--- config.mk ---
export PLATFORM = sky130hd
export DESIGN_NAME = periodic_task_dispatcher_top_flat
export DESIGN_NICKNAME = d
export VERILOG_FILES = /design/src/rtl/ptd_pkg.sv /design/src/rtl/ptd_if.sv /design/src/rtl/ptd_ctrl.sv /design/src/rtl/ptd_dp.sv /design/src/rtl/periodic_task_dispatcher_top.sv /design/src/flat_wrapper.sv
export SDC_FILE = /design/constraint.sdc
export NUM_CORES = 1
export LEC_CHECK = 0
export ABC_CLOCK_PERIOD_IN_PS = 4200
export BUFFER_PORTS_ARGS = -buffer_cell sky130_fd_sc_hd__buf_2
export CAP_MARGIN = 30
export CELL_PAD_IN_SITES_DETAIL_PLACEMENT = 1
export CELL_PAD_IN_SITES_GLOBAL_PLACEMENT = 1
export CORE_AREA = 2 2 209 211
export CTS_CLUSTER_DIAMETER = 100
export DETAILED_ROUTE_END_ITERATION = 10
export DIE_AREA = 0 0 211 213
export PLACE_DENSITY_LB_ADDON = 0.2
export SYNTH_ARGS = -nofsm -noshare
export SYNTH_HDL_FRONTEND = slang
export SYNTH_SLANG_ARGS = --single-unit
--- constraint.sdc ---
create_clock -name clk_i -period 4.2 [get_ports clk_i]
set_clock_uncertainty 0.05 [all_clocks]
set_input_delay 0.42 -clock clk_i [delete_from_list [all_inputs] [get_ports clk_i]]
set_output_delay 0.42 -clock clk_i [all_outputs]
set_load 0.03 [all_outputs]
--- src/rtl/ptd_pkg.sv ---
// Shared types, codes and field widths of the periodic task dispatcher.
package ptd_pkg;

  localparam int FUNC_W = 3;
  localparam int ID_W   = 8;
  localparam int PREQ_W = 4;
  localparam int PER_W  = 16;
  localparam int STAT_W = 3;

  typedef enum logic [FUNC_W-1:0] {
    FN_TICK     = 3'd0,
    FN_ADD_PER  = 3'd1,
    FN_ADD_ONE  = 3'd2,
    FN_REMOVE   = 3'd3,
    FN_DISPATCH = 3'd4
  } ptd_func_e;

  typedef enum logic [STAT_W-1:0] {
    ST_OK         = 3'd0,
    ST_INVALID    = 3'd1,
    ST_DUPLICATE  = 3'd2,
    ST_FULL       = 3'd3,
    ST_NOT_FOUND  = 3'd4,
    ST_DISPATCHED = 3'd5,
    ST_NONE_READY = 3'd6
  } ptd_status_e;

  // Commands from the controller to the datapath.
  typedef struct packed {
    logic load;       // latch the incoming item, restart the priority scan
    logic exec;       // apply a single-result command and push its result
    logic disp_emit;  // push the selected ready task and clear its marks
    logic none_emit;  // push the nothing-ready result
    logic prio_adv;   // move the dispatch scan to the next priority
  } ptd_cmd_t;

  // Status from the datapath to the controller.
  typedef struct packed {
    logic in_is_disp; // incoming item is a dispatch
    logic any_ready;  // some active slot is ready
    logic hit;        // a ready slot sits at the scanned priority
    logic others;     // more ready slots remain besides the selected one
    logic out_free;   // output register can take a result this cycle
  } ptd_stat_t;

endpackage

--- src/rtl/ptd_if.sv ---
// Valid/ready channel interfaces for command items and result items.
interface ptd_in_if import ptd_pkg::*; ();
  logic              valid;
  logic              ready;
  logic [FUNC_W-1:0] func;
  logic [ID_W-1:0]   task_id;
  logic [PREQ_W-1:0] priority_req;
  logic [PER_W-1:0]  period;

  modport source (output valid, func, task_id, priority_req, period, input ready);
  modport sink   (input valid, func, task_id, priority_req, period, output ready);
endinterface

interface ptd_out_if import ptd_pkg::*; ();
  logic              valid;
  logic              ready;
  logic [STAT_W-1:0] status;
  logic [ID_W-1:0]   task_id_out;
  logic              missed;
  logic              last;

  modport source (output valid, status, task_id_out, missed, last, input ready);
  modport sink   (input valid, status, task_id_out, missed, last, output ready);
endinterface

--- src/rtl/ptd_ctrl.sv ---
// Sequencer of the task dispatcher: accepts items and steps commands and dispatch scans.
module ptd_ctrl import ptd_pkg::*; (
  input  logic      clk_i,
  input  logic      rst_ni,
  input  logic      in_valid_i,
  output logic      in_ready_o,
  input  ptd_stat_t stat_i,
  output ptd_cmd_t  cmd_o
);

  typedef enum logic [1:0] {
    S_IDLE,
    S_EXEC,
    S_DISP
  } state_e;

  state_e state_q, state_d;

  always_comb begin
    state_d    = state_q;
    cmd_o      = '0;
    in_ready_o = (state_q == S_IDLE);
    case (state_q)
      S_IDLE: begin
        if (in_valid_i) begin
          cmd_o.load = 1'b1;
          state_d    = stat_i.in_is_disp ? S_DISP : S_EXEC;
        end
      end
      S_EXEC: begin
        if (stat_i.out_free) begin
          cmd_o.exec = 1'b1;
          state_d    = S_IDLE;
        end
      end
      S_DISP: begin
        if (!stat_i.any_ready) begin
          if (stat_i.out_free) begin
            cmd_o.none_emit = 1'b1;
            state_d         = S_IDLE;
          end
        end else if (stat_i.hit) begin
          if (stat_i.out_free) begin
            cmd_o.disp_emit = 1'b1;
            if (!stat_i.others) begin
              state_d = S_IDLE;
            end
          end
        end else begin
          cmd_o.prio_adv = 1'b1;
        end
      end
      default: begin
        state_d = S_IDLE;
      end
    endcase
  end

  always_ff @(posedge clk_i or negedge rst_ni) begin
    if (!rst_ni) begin
      state_q <= S_IDLE;
    end else begin
      state_q <= state_d;
    end
  end

endmodule

--- src/rtl/ptd_dp.sv ---
// Datapath of the task dispatcher: slot table, command decode and result register.
module ptd_dp import ptd_pkg::*; #(
  parameter int TASK_SLOTS      = 8,
  parameter int PRIORITY_LEVELS = 4
) (
  input  logic              clk_i,
  input  logic              rst_ni,
  input  logic [FUNC_W-1:0] in_func_i,
  input  logic [ID_W-1:0]   in_task_id_i,
  input  logic [PREQ_W-1:0] in_priority_req_i,
  input  logic [PER_W-1:0]  in_period_i,
  input  ptd_cmd_t          cmd_i,
  output ptd_stat_t         stat_o,
  output logic              out_valid_o,
  input  logic              out_ready_i,
  output logic [STAT_W-1:0] out_status_o,
  output logic [ID_W-1:0]   out_task_id_o,
  output logic              out_missed_o,
  output logic              out_last_o
);

  localparam int IW = (TASK_SLOTS > 1) ? $clog2(TASK_SLOTS) : 1;
  localparam int PW = (PRIORITY_LEVELS > 1) ? $clog2(PRIORITY_LEVELS) : 1;
  localparam logic [PREQ_W:0] PRIO_LIMIT = (PREQ_W+1)'(PRIORITY_LEVELS);

  // Latched command item
  logic [FUNC_W-1:0] func_q;
  logic [ID_W-1:0]   id_q;
  logic [PREQ_W-1:0] preq_q;
  logic [PER_W-1:0]  per_q;

  // Slot cells
  logic [TASK_SLOTS-1:0] act_q, act_d;
  logic [TASK_SLOTS-1:0] rdy_q, rdy_d;
  logic [TASK_SLOTS-1:0] mis_q, mis_d;
  logic [TASK_SLOTS-1:0] one_q, one_d;
  logic [ID_W-1:0]  sid_q [TASK_SLOTS];
  logic [ID_W-1:0]  sid_d [TASK_SLOTS];
  logic [PW-1:0]    spri_q [TASK_SLOTS];
  logic [PW-1:0]    spri_d [TASK_SLOTS];
  logic [PER_W-1:0] sper_q [TASK_SLOTS];
  logic [PER_W-1:0] sper_d [TASK_SLOTS];
  logic [PER_W-1:0] scnt_q [TASK_SLOTS];
  logic [PER_W-1:0] scnt_d [TASK_SLOTS];
  logic [PER_W-1:0] cnt_inc;

  logic [PW-1:0] scan_p_q;

  // Result register
  logic              ovalid_q;
  logic [STAT_W-1:0] ostat_q, ostat_d;
  logic [ID_W-1:0]   oid_q, oid_d;
  logic              omis_q, omis_d;
  logic              olast_q, olast_d;
  logic              push;

  // Slot searches
  logic [TASK_SLOTS-1:0] match, rdy_act, cand;
  logic [IW-1:0]         free_idx, match_idx, sel_idx;
  logic                  any_free, any_match, fill, others;
  logic [PW-1:0]         fill_pri;
  logic                  fill_one;

  always_comb begin
    free_idx  = '0;
    match_idx = '0;
    sel_idx   = '0;
    others    = 1'b0;
    for (int i = 0; i < TASK_SLOTS; i++) begin
      match[i]   = act_q[i] && (sid_q[i] == id_q);
      rdy_act[i] = act_q[i] && rdy_q[i];
      cand[i]    = rdy_act[i] && (spri_q[i] == scan_p_q);
    end
    for (int i = TASK_SLOTS - 1; i >= 0; i--) begin
      if (!act_q[i]) free_idx = IW'(i);
      if (match[i])  match_idx = IW'(i);
      if (cand[i])   sel_idx = IW'(i);
    end
    for (int i = 0; i < TASK_SLOTS; i++) begin
      if (rdy_act[i] && (IW'(i) != sel_idx)) others = 1'b1;
    end
    any_free  = ~&act_q;
    any_match = |match;
  end

  assign push = cmd_i.exec || cmd_i.disp_emit || cmd_i.none_emit;

  assign stat_o.in_is_disp = (in_func_i == FN_DISPATCH);
  assign stat_o.any_ready  = |rdy_act;
  assign stat_o.hit        = |cand;
  assign stat_o.others     = others;
  assign stat_o.out_free   = !ovalid_q || out_ready_i;

  always_comb begin
    act_d    = act_q;
    rdy_d    = rdy_q;
    mis_d    = mis_q;
    one_d    = one_q;
    sid_d    = sid_q;
    spri_d   = spri_q;
    sper_d   = sper_q;
    scnt_d   = scnt_q;
    ostat_d  = ostat_q;
    oid_d    = oid_q;
    omis_d   = omis_q;
    olast_d  = olast_q;
    fill     = 1'b0;
    fill_pri = '0;
    fill_one = 1'b0;
    cnt_inc  = '0;

    if (cmd_i.exec) begin
      oid_d   = '0;
      omis_d  = 1'b0;
      olast_d = 1'b1;
      ostat_d = ST_OK;
      case (func_q)
        FN_TICK: begin
          for (int i = 0; i < TASK_SLOTS; i++) begin
            cnt_inc = scnt_q[i] + PER_W'(1);
            if (act_q[i]) begin
              scnt_d[i] = cnt_inc;
              if (cnt_inc >= sper_q[i]) begin
                if (rdy_q[i]) mis_d[i] = 1'b1;
                scnt_d[i] = '0;
                rdy_d[i]  = 1'b1;
              end
            end
          end
        end
        FN_ADD_PER: begin
          if ((id_q == '0) || ({1'b0, preq_q} >= PRIO_LIMIT)) begin
            ostat_d = ST_INVALID;
          end else if (any_match) begin
            ostat_d = ST_DUPLICATE;
          end else if (!any_free) begin
            ostat_d = ST_FULL;
          end else begin
            fill     = 1'b1;
            fill_pri = preq_q[PW-1:0];
          end
        end
        FN_ADD_ONE: begin
          if (id_q == '0) begin
            ostat_d = ST_INVALID;
          end else if (!any_free) begin
            ostat_d = ST_FULL;
          end else begin
            fill     = 1'b1;
            fill_one = 1'b1;
          end
        end
        FN_REMOVE: begin
          if (any_match) begin
            act_d[match_idx] = 1'b0;
          end else begin
            ostat_d = ST_NOT_FOUND;
          end
        end
        default: begin
          ostat_d = ST_INVALID;
        end
      endcase
    end

    // Take the lowest free slot with fresh marks.
    if (fill) begin
      act_d[free_idx]  = 1'b1;
      sid_d[free_idx]  = id_q;
      spri_d[free_idx] = fill_pri;
      sper_d[free_idx] = per_q;
      scnt_d[free_idx] = '0;
      rdy_d[free_idx]  = 1'b0;
      mis_d[free_idx]  = 1'b0;
      one_d[free_idx]  = fill_one;
    end

    if (cmd_i.disp_emit) begin
      ostat_d = ST_DISPATCHED;
      oid_d   = sid_q[sel_idx];
      omis_d  = mis_q[sel_idx];
      olast_d = !others;
      rdy_d[sel_idx] = 1'b0;
      mis_d[sel_idx] = 1'b0;
      if (one_q[sel_idx]) act_d[sel_idx] = 1'b0;
    end

    if (cmd_i.none_emit) begin
      ostat_d = ST_NONE_READY;
      oid_d   = '0;
      omis_d  = 1'b0;
      olast_d = 1'b1;
    end
  end

  always_ff @(posedge clk_i or negedge rst_ni) begin
    if (!rst_ni) begin
      act_q    <= '0;
      ovalid_q <= 1'b0;
      scan_p_q <= '0;
    end else begin
      act_q <= act_d;
      if (push) begin
        ovalid_q <= 1'b1;
      end else if (out_ready_i) begin
        ovalid_q <= 1'b0;
      end
      if (cmd_i.load) begin
        scan_p_q <= '0;
      end else if (cmd_i.prio_adv) begin
        scan_p_q <= scan_p_q + PW'(1);
      end
    end
  end

  always_ff @(posedge clk_i) begin
    if (cmd_i.load) begin
      func_q <= in_func_i;
      id_q   <= in_task_id_i;
      preq_q <= in_priority_req_i;
      per_q  <= in_period_i;
    end
    rdy_q   <= rdy_d;
    mis_q   <= mis_d;
    one_q   <= one_d;
    sid_q   <= sid_d;
    spri_q  <= spri_d;
    sper_q  <= sper_d;
    scnt_q  <= scnt_d;
    ostat_q <= ostat_d;
    oid_q   <= oid_d;
    omis_q  <= omis_d;
    olast_q <= olast_d;
  end

  assign out_valid_o   = ovalid_q;
  assign out_status_o  = ostat_q;
  assign out_task_id_o = oid_q;
  assign out_missed_o  = omis_q;
  assign out_last_o    = olast_q;

`ifndef SYNTHESIS
  // A result never overwrites one that is still waiting.
  a_push_free: assert property (@(posedge clk_i) disable iff (!rst_ni)
    push |-> (!ovalid_q || out_ready_i))
    else $error("result pushed over a pending result");

  // Each dispatched task leaves the ready set.
  a_disp_shrinks: assert property (@(posedge clk_i) disable iff (!rst_ni)
    cmd_i.disp_emit |=> ($countones(rdy_act) < $past($countones(rdy_act))))
    else $error("dispatched task still ready");

  // The nothing-ready result only when the table holds no ready task.
  a_none_empty: assert property (@(posedge clk_i) disable iff (!rst_ni)
    cmd_i.none_emit |-> (rdy_act == '0))
    else $error("nothing-ready result with a ready task");

  // Only dispatched results carry a missed mark.
  a_missed_disp: assert property (@(posedge clk_i) disable iff (!rst_ni)
    (ovalid_q && omis_q) |-> (ostat_q == ST_DISPATCHED))
    else $error("missed mark on a non-dispatch result");
`endif

endmodule

--- src/rtl/periodic_task_dispatcher_top.sv ---
// Top level of the periodic task dispatcher: command channel in, result channel out.
//
//   channel | dir | handshake      | payload
//   --------+-----+----------------+------------------------------------------
//   in_i    | in  | valid / ready  | func, task_id, priority_req, period
//   out_o   | out | valid / ready  | status, task_id_out, missed, last
//
// Sequencing: one item at a time. Tick, add, remove and unused codes are accepted,
// then update the table and push their result. Dispatch is accepted, then scans the
// priority levels in order, stepping over empty levels, and emits one ready task at a
// time, each waiting while the output register is full. The scan stops after the last
// ready task, so at most PRIORITY_LEVELS - 1 empty levels are scanned.
// Reset clears the slot active bits, the sequencer, the scan priority and the result valid bit.
// A stalled result holds in the output register; a new item is taken while it waits.
module periodic_task_dispatcher_top import ptd_pkg::*; #(
  parameter int TASK_SLOTS      = 8,
  parameter int PRIORITY_LEVELS = 4
) (
  input  logic clk_i,
  input  logic rst_ni,
  ptd_in_if.sink    in_i,
  ptd_out_if.source out_o
);

  ptd_cmd_t  cmd;
  ptd_stat_t stat;

  // Sequencer: owns the input handshake and steps the datapath.
  ptd_ctrl u_ctrl (
    .clk_i      (clk_i),
    .rst_ni     (rst_ni),
    .in_valid_i (in_i.valid),
    .in_ready_o (in_i.ready),
    .stat_i     (stat),
    .cmd_o      (cmd)
  );

  // Datapath: slot table, searches and the result register.
  ptd_dp #(
    .TASK_SLOTS      (TASK_SLOTS),
    .PRIORITY_LEVELS (PRIORITY_LEVELS)
  ) u_dp (
    .clk_i             (clk_i),
    .rst_ni            (rst_ni),
    .in_func_i         (in_i.func),
    .in_task_id_i      (in_i.task_id),
    .in_priority_req_i (in_i.priority_req),
    .in_period_i       (in_i.period),
    .cmd_i             (cmd),
    .stat_o            (stat),
    .out_valid_o       (out_o.valid),
    .out_ready_i       (out_o.ready),
    .out_status_o      (out_o.status),
    .out_task_id_o     (out_o.task_id_out),
    .out_missed_o      (out_o.missed),
    .out_last_o        (out_o.last)
  );

endmodule
--- src/flat_wrapper.sv ---
// flat-port wrapper written by rule: the top's interface ports become plain ports
module periodic_task_dispatcher_top_flat import ptd_pkg::*;
#(
  parameter int TASK_SLOTS      = 8,
  parameter int PRIORITY_LEVELS = 4
)
  (clk_i, rst_ni, in_i_valid, in_i_func, in_i_task_id, in_i_priority_req, in_i_period, in_i_ready, out_o_valid, out_o_status, out_o_task_id_out, out_o_missed, out_o_last, out_o_ready);
  ptd_in_if in_i_i ();
  ptd_out_if out_o_i ();
  input  logic clk_i;
  input  logic rst_ni;
  input wire logic [$bits(in_i_i.valid)-1:0] in_i_valid;
  input wire logic [$bits(in_i_i.func)-1:0] in_i_func;
  input wire logic [$bits(in_i_i.task_id)-1:0] in_i_task_id;
  input wire logic [$bits(in_i_i.priority_req)-1:0] in_i_priority_req;
  input wire logic [$bits(in_i_i.period)-1:0] in_i_period;
  output wire logic [$bits(in_i_i.ready)-1:0] in_i_ready;
  output wire logic [$bits(out_o_i.valid)-1:0] out_o_valid;
  output wire logic [$bits(out_o_i.status)-1:0] out_o_status;
  output wire logic [$bits(out_o_i.task_id_out)-1:0] out_o_task_id_out;
  output wire logic [$bits(out_o_i.missed)-1:0] out_o_missed;
  output wire logic [$bits(out_o_i.last)-1:0] out_o_last;
  input wire logic [$bits(out_o_i.ready)-1:0] out_o_ready;
  assign in_i_i.valid = in_i_valid;
  assign in_i_i.func = in_i_func;
  assign in_i_i.task_id = in_i_task_id;
  assign in_i_i.priority_req = in_i_priority_req;
  assign in_i_i.period = in_i_period;
  assign in_i_ready = in_i_i.ready;
  assign out_o_valid = out_o_i.valid;
  assign out_o_status = out_o_i.status;
  assign out_o_task_id_out = out_o_i.task_id_out;
  assign out_o_missed = out_o_i.missed;
  assign out_o_last = out_o_i.last;
  assign out_o_i.ready = out_o_ready;
  periodic_task_dispatcher_top #(.TASK_SLOTS(TASK_SLOTS), .PRIORITY_LEVELS(PRIORITY_LEVELS)) u_core (.clk_i(clk_i), .rst_ni(rst_ni), .in_i(in_i_i), .out_o(out_o_i));
endmodule
==> results <==
- Data on the critical path is required at its endpoint by 4.65 ns.
- The maximum resistive drop on vdd is 0.402 mV.
- The maximum achievable frequency is 255 MHz.
- Compared with the post-synthesis result, the final layout area differs by 15.0%.
- After synthesis, the share of flip-flops with an asynchronous set or reset is 0.0312.
- For the pin with the worst max-slew slack, the measured transition is 1.02 ns.
- The number of antenna violations at the first check in global routing was 0.
- Dividing the detail-routed wire length by the instance count gives 22.0 um.
- Once detailed placement completed, the half-perimeter wirelength came to about 41 mm.
- The cell area after synthesis is 21600 um^2.
- Global routing finished with a remaining overflow of 0.
- In this run the standard cell core region covers 42700 um^2.
- The power per cell area is 405 nW/um^2.
- In this run the static leakage power is 10.4 nW.
- The initial standard-cell utilization of the core is 0.506.
- The die is 213 um tall.
- Hold timing on the final database bottoms out at a slack of 0.171 ns.
- The count of maximum capacitance violations is 0.
- The final setup violation count is 0.
- The aggregate global-route resource usage is 0.274.
- The critical path in this run is classified as reg2reg.
- The number of sinks driven by the clock tree is 417.
- The run finished with clean final reports.
- The final count of pins violating max slew is 0.
- The routed via count is roughly 16000.
- No sink is reached through more buffers than the 3 on the longest clock path.
- The DRC violation count after routing is 0.
- The critical path starts at u_core.u_dp.scnt_q[18].
- The number of failing hold endpoints at the final stage is 0.
- Clock-pin slew was measured on the worst setup and hold paths at 0.06 ns.
- The launch instance of the worst min-delay path is in_i_valid.
- The proportion of synthesized area in mux cells is 0.00515.
- The final weighted congestion of routability-driven global placement is 0.931.
- The number of nets handed over by synthesis was 2229.
- In this run, distinct cell masters in the synthesized netlist total 77.
- The synthesized area per cell is 10.5 um^2.
- The worst setup path is launched from a register.
- In the global route stage, met2 resource usage came out at 0.480.
- The repair_antennas step left the layout with diodes totalling 0.
- In this run, synthesis inferred 247 flip-flops with an integrated enable.
- The count of antenna-violating nets left after detailed routing is 0.
- The DRC marker count from the first detailed-route iteration is roughly 1000.
- The post-synthesis xor/xnor area fraction is 0.103.
- The number of global-route vias before repair is ~17000.
- The net count of the finished layout is between 2000 and 2500.
- Port buffering added just under 50 buffers.
- The met1 usage in global routing is 0.338.
- The synthesized-area fraction occupied by ao, oa, aoi and oai cells is 0.112.
- Buffers inserted during clock tree synthesis total 46.
- The data arrival time of the critical path is 4.38 ns.
- The final layout contains routed wiring with a total length of 61.1 mm.
- For the worst-skew pair, the clock arrives at the later sink with an insertion delay of about 0.59 ns.
- The final critical path time including I/O delays and setup is 3.93 ns.
- At the end of the flow the core is filled with cells to 0.582.
- The synthesized design contains 417 register bits.
- In the finished design, the share of the clock period the worst path needs comes to 0.936.
- The largest fanout on the critical path is 9.
- The die width is roughly 210 um.
- Headroom to the max-slew limit came out at 0.316.
- In this run the most used layer during global routing was met2.
- For met3 alone, demand over resource in global routing was 0.0390.
- The part of the Yosys area used for sequential elements is 0.503.
- Entering global routing, the biggest net connects 47 pins.
- The Yosys step of the flow raised 0 warnings.
- The share of layout cells above drive strength 1 is 0.113.
- The simple-gate portion of the synthesized area is 0.159.
- In this run the worst hold path is classified as in2reg.
- The global-route wire length before repair is roughly 96 mm.
- The maximum level of the CTS H-tree is 2.
- The area enclosed by the die boundary is roughly 45000 um^2.
- The initialized floorplan defines 76 standard-cell rows.
- The worst flop-to-flop path startpoint is u_core.u_dp.scnt_q[18].
- The main flop type after synthesis is sky130_fd_sc_hd__edfxtp_1.
- Before antenna repair, the detailed router went through 5 iterations.
- During I/O placement, the number of pins put on the boundary was 50.
- The vias per cell is 5.89.
- Synthesis produced ~2100 cells.
- After synthesis, the largest family of logic cells by area is simple AND/OR/NAND/NOR gates.
- TritonCTS built the clock tree.
- Of the total synthesized cell area, the portion taken by full adders, half adders and majority gates is 0.0787.
- The master cell of the clock root buffer is sky130_fd_sc_hd__clkbuf_16.
- STA classifies the critical path endpoint as a register.
## cell type report
cell class                 instances  area [um^2]
tap                              546          683
inverter                         138          518
multi-input combinational       1438        10100
timing repair buffer             154         1170
sequential                       417        10900
clock buffer                      64         1300
fill                            4556        17800
clock inverter                    20          230
## layout by cell type, fill, tap and decap left out, types with 11 or more instances in the layout
cell type and instances:
sky130_fd_sc_hd__nand3_1 69, sky130_fd_sc_hd__edfxtp_1 247, sky130_fd_sc_hd__nand2b_1 21, sky130_fd_sc_hd__nor2b_1 11, sky130_fd_sc_hd__nor3_1 58, sky130_fd_sc_hd__xnor2_1 111, sky130_fd_sc_hd__dfxtp_1 155, sky130_fd_sc_hd__o21a_1 19
sky130_fd_sc_hd__nand4_1 34, sky130_fd_sc_hd__a21o_1 47, sky130_fd_sc_hd__and2_1 26, sky130_fd_sc_hd__inv_1 138, sky130_fd_sc_hd__a21oi_1 96, sky130_fd_sc_hd__o221ai_1 11, sky130_fd_sc_hd__nand3b_1 18, sky130_fd_sc_hd__nor2_1 140
sky130_fd_sc_hd__xor2_1 143, sky130_fd_sc_hd__o21ai_0 51, sky130_fd_sc_hd__buf_4 68, sky130_fd_sc_hd__o22ai_1 18, sky130_fd_sc_hd__a211oi_1 13, sky130_fd_sc_hd__nor4_1 17, sky130_fd_sc_hd__a31oi_1 26, sky130_fd_sc_hd__dlygate4sd3_1 32
sky130_fd_sc_hd__clkbuf_16 47, sky130_fd_sc_hd__ha_1 134, sky130_fd_sc_hd__clkbuf_1 11, sky130_fd_sc_hd__buf_2 49, sky130_fd_sc_hd__dfrtp_1 13, sky130_fd_sc_hd__nand2_1 165, sky130_fd_sc_hd__and3_1 42
## cells in the mapped netlist (26+ instances only)
cell type	number	share of area
sky130_fd_sc_hd__a31oi_1	26	0.0075
sky130_fd_sc_hd__nand3_1	72	0.017
sky130_fd_sc_hd__nand4_1	34	0.0098
sky130_fd_sc_hd__nor3_1	64	0.015
sky130_fd_sc_hd__xnor2_1	111	0.045
sky130_fd_sc_hd__and2_1	28	0.0081
sky130_fd_sc_hd__o21ai_0	51	0.012
sky130_fd_sc_hd__edfxtp_1	247	0.34
sky130_fd_sc_hd__clkbuf_1	38	0.0066
sky130_fd_sc_hd__nor2_1	147	0.026
sky130_fd_sc_hd__ha_1	136	0.079
sky130_fd_sc_hd__nand2_1	165	0.029
sky130_fd_sc_hd__and3_1	43	0.012
sky130_fd_sc_hd__inv_1	138	0.024
sky130_fd_sc_hd__a21oi_1	100	0.023
sky130_fd_sc_hd__dfxtp_1	157	0.15
sky130_fd_sc_hd__a21o_1	47	0.016
sky130_fd_sc_hd__xor2_1	143	0.058
## report_power, final
part / internal [W] / switching (W)
Combinational: 0.000412 / 0.000723
Clock: 0.00247 / 0.00169
Sequential: 0.00453 / 0.000253
## logic make-up after synthesis
group                    count (synthesis)
adder cells (fa/ha/maj)                136
buffers and inverters                  203
XOR/XNOR                               254
flip-flops                             417
AO/OA/AOI/OAI                          355
multiplexers                            11
AND/OR/NAND/NOR                        682
## timing repair
item	in CTS	in global routing
hold buffers	32	0
setup buffers	0	2
pin swaps	0	2
endpoints found under the hold margin	44	0
setup endpoints to repair	7	81
resized for setup	1	29
## per-stage QoR
stage               TNS (ns)  setup slack, ns  power [W]  cells  cell area (um^2)
global route          -0.361          -0.0529     0.0104   2777             24900
CTS                        0           0.0205     0.0101   2774             24700
global placement           0           0.0822    0.00588   2656             22800
detailed placement         0           0.0576    0.00594   2658             22800
finish                     0            0.271     0.0101   2777             24900
floorplan                  0            0.558    0.00546   2058             21600
## routing by layer
metal	vias up	share of wire
met2	328	0.50
met4	0	0.041
met3	147	0.038
li1	7620	-
met5	-	0
met1	8261	0.42
## state kept, by name, indices dropped and copies added (netlist names)
signal and cells:
u_core.u_dp.per_q 16, u_core.u_dp.scan_p_q 2, u_core.u_dp.sper_q 128, u_core.u_dp.mis_q 8, u_core.u_dp.out_missed_o 1, u_core.u_dp.scnt_q 128
u_core.u_dp.rdy_q 8, u_core.u_dp.act_q 8, u_core.u_dp.out_task_id_o 8, u_core.u_dp.id_q 8, u_core.u_dp.sid_q 64, u_core.u_dp.out_last_o 1
u_core.u_dp.func_q 3, u_core.u_dp.preq_q 4, u_core.u_dp.one_q 8, u_core.u_dp.out_status_o 3, u_core.u_dp.spri_q 16, u_core.u_dp.out_valid_o 1
u_core.u_ctrl.state_q 2
## critical path, cell delays in order (launching register included)
cell                      delay (ns)
sky130_fd_sc_hd__dfxtp_2        0.39
sky130_fd_sc_hd__nand3_2        0.14
sky130_fd_sc_hd__nor3_2         0.27
sky130_fd_sc_hd__and3_1         0.24
sky130_fd_sc_hd__and3_1         0.23
sky130_fd_sc_hd__and3_1         0.25
sky130_fd_sc_hd__xor2_1         0.19
sky130_fd_sc_hd__ha_1           0.27
sky130_fd_sc_hd__a21o_1         0.22
sky130_fd_sc_hd__a21o_1         0.19
sky130_fd_sc_hd__a21oi_1        0.13
sky130_fd_sc_hd__o21ai_0        0.16
sky130_fd_sc_hd__or4_1          0.45
sky130_fd_sc_hd__a21oi_2        0.16
sky130_fd_sc_hd__nor2_2         0.12
sky130_fd_sc_hd__buf_6          0.17
sky130_fd_sc_hd__nor3_1         0.20
## path summary, 6_finish.rpt
| path | cells past startpoint | to | slack (ns) |
|---|---|---|---|
| max reg2reg | 16 | u_core.u_dp.scnt_q[28] | 0.27 |
| min reg2reg | 1 | u_core.u_dp.out_task_id_o[6] | 0.41 |
| min in group asynchronous | 2 | u_core.u_ctrl.state_q[0] | 0.22 |
| max | 16 | u_core.u_dp.scnt_q[28] | 0.27 |
| min | 5 | u_core.u_ctrl.state_q[0] | 0.17 |
| max in group asynchronous | 2 | u_core.u_dp.act_q[6] | 3.62 |
Power figures use the tool's default switching activity.
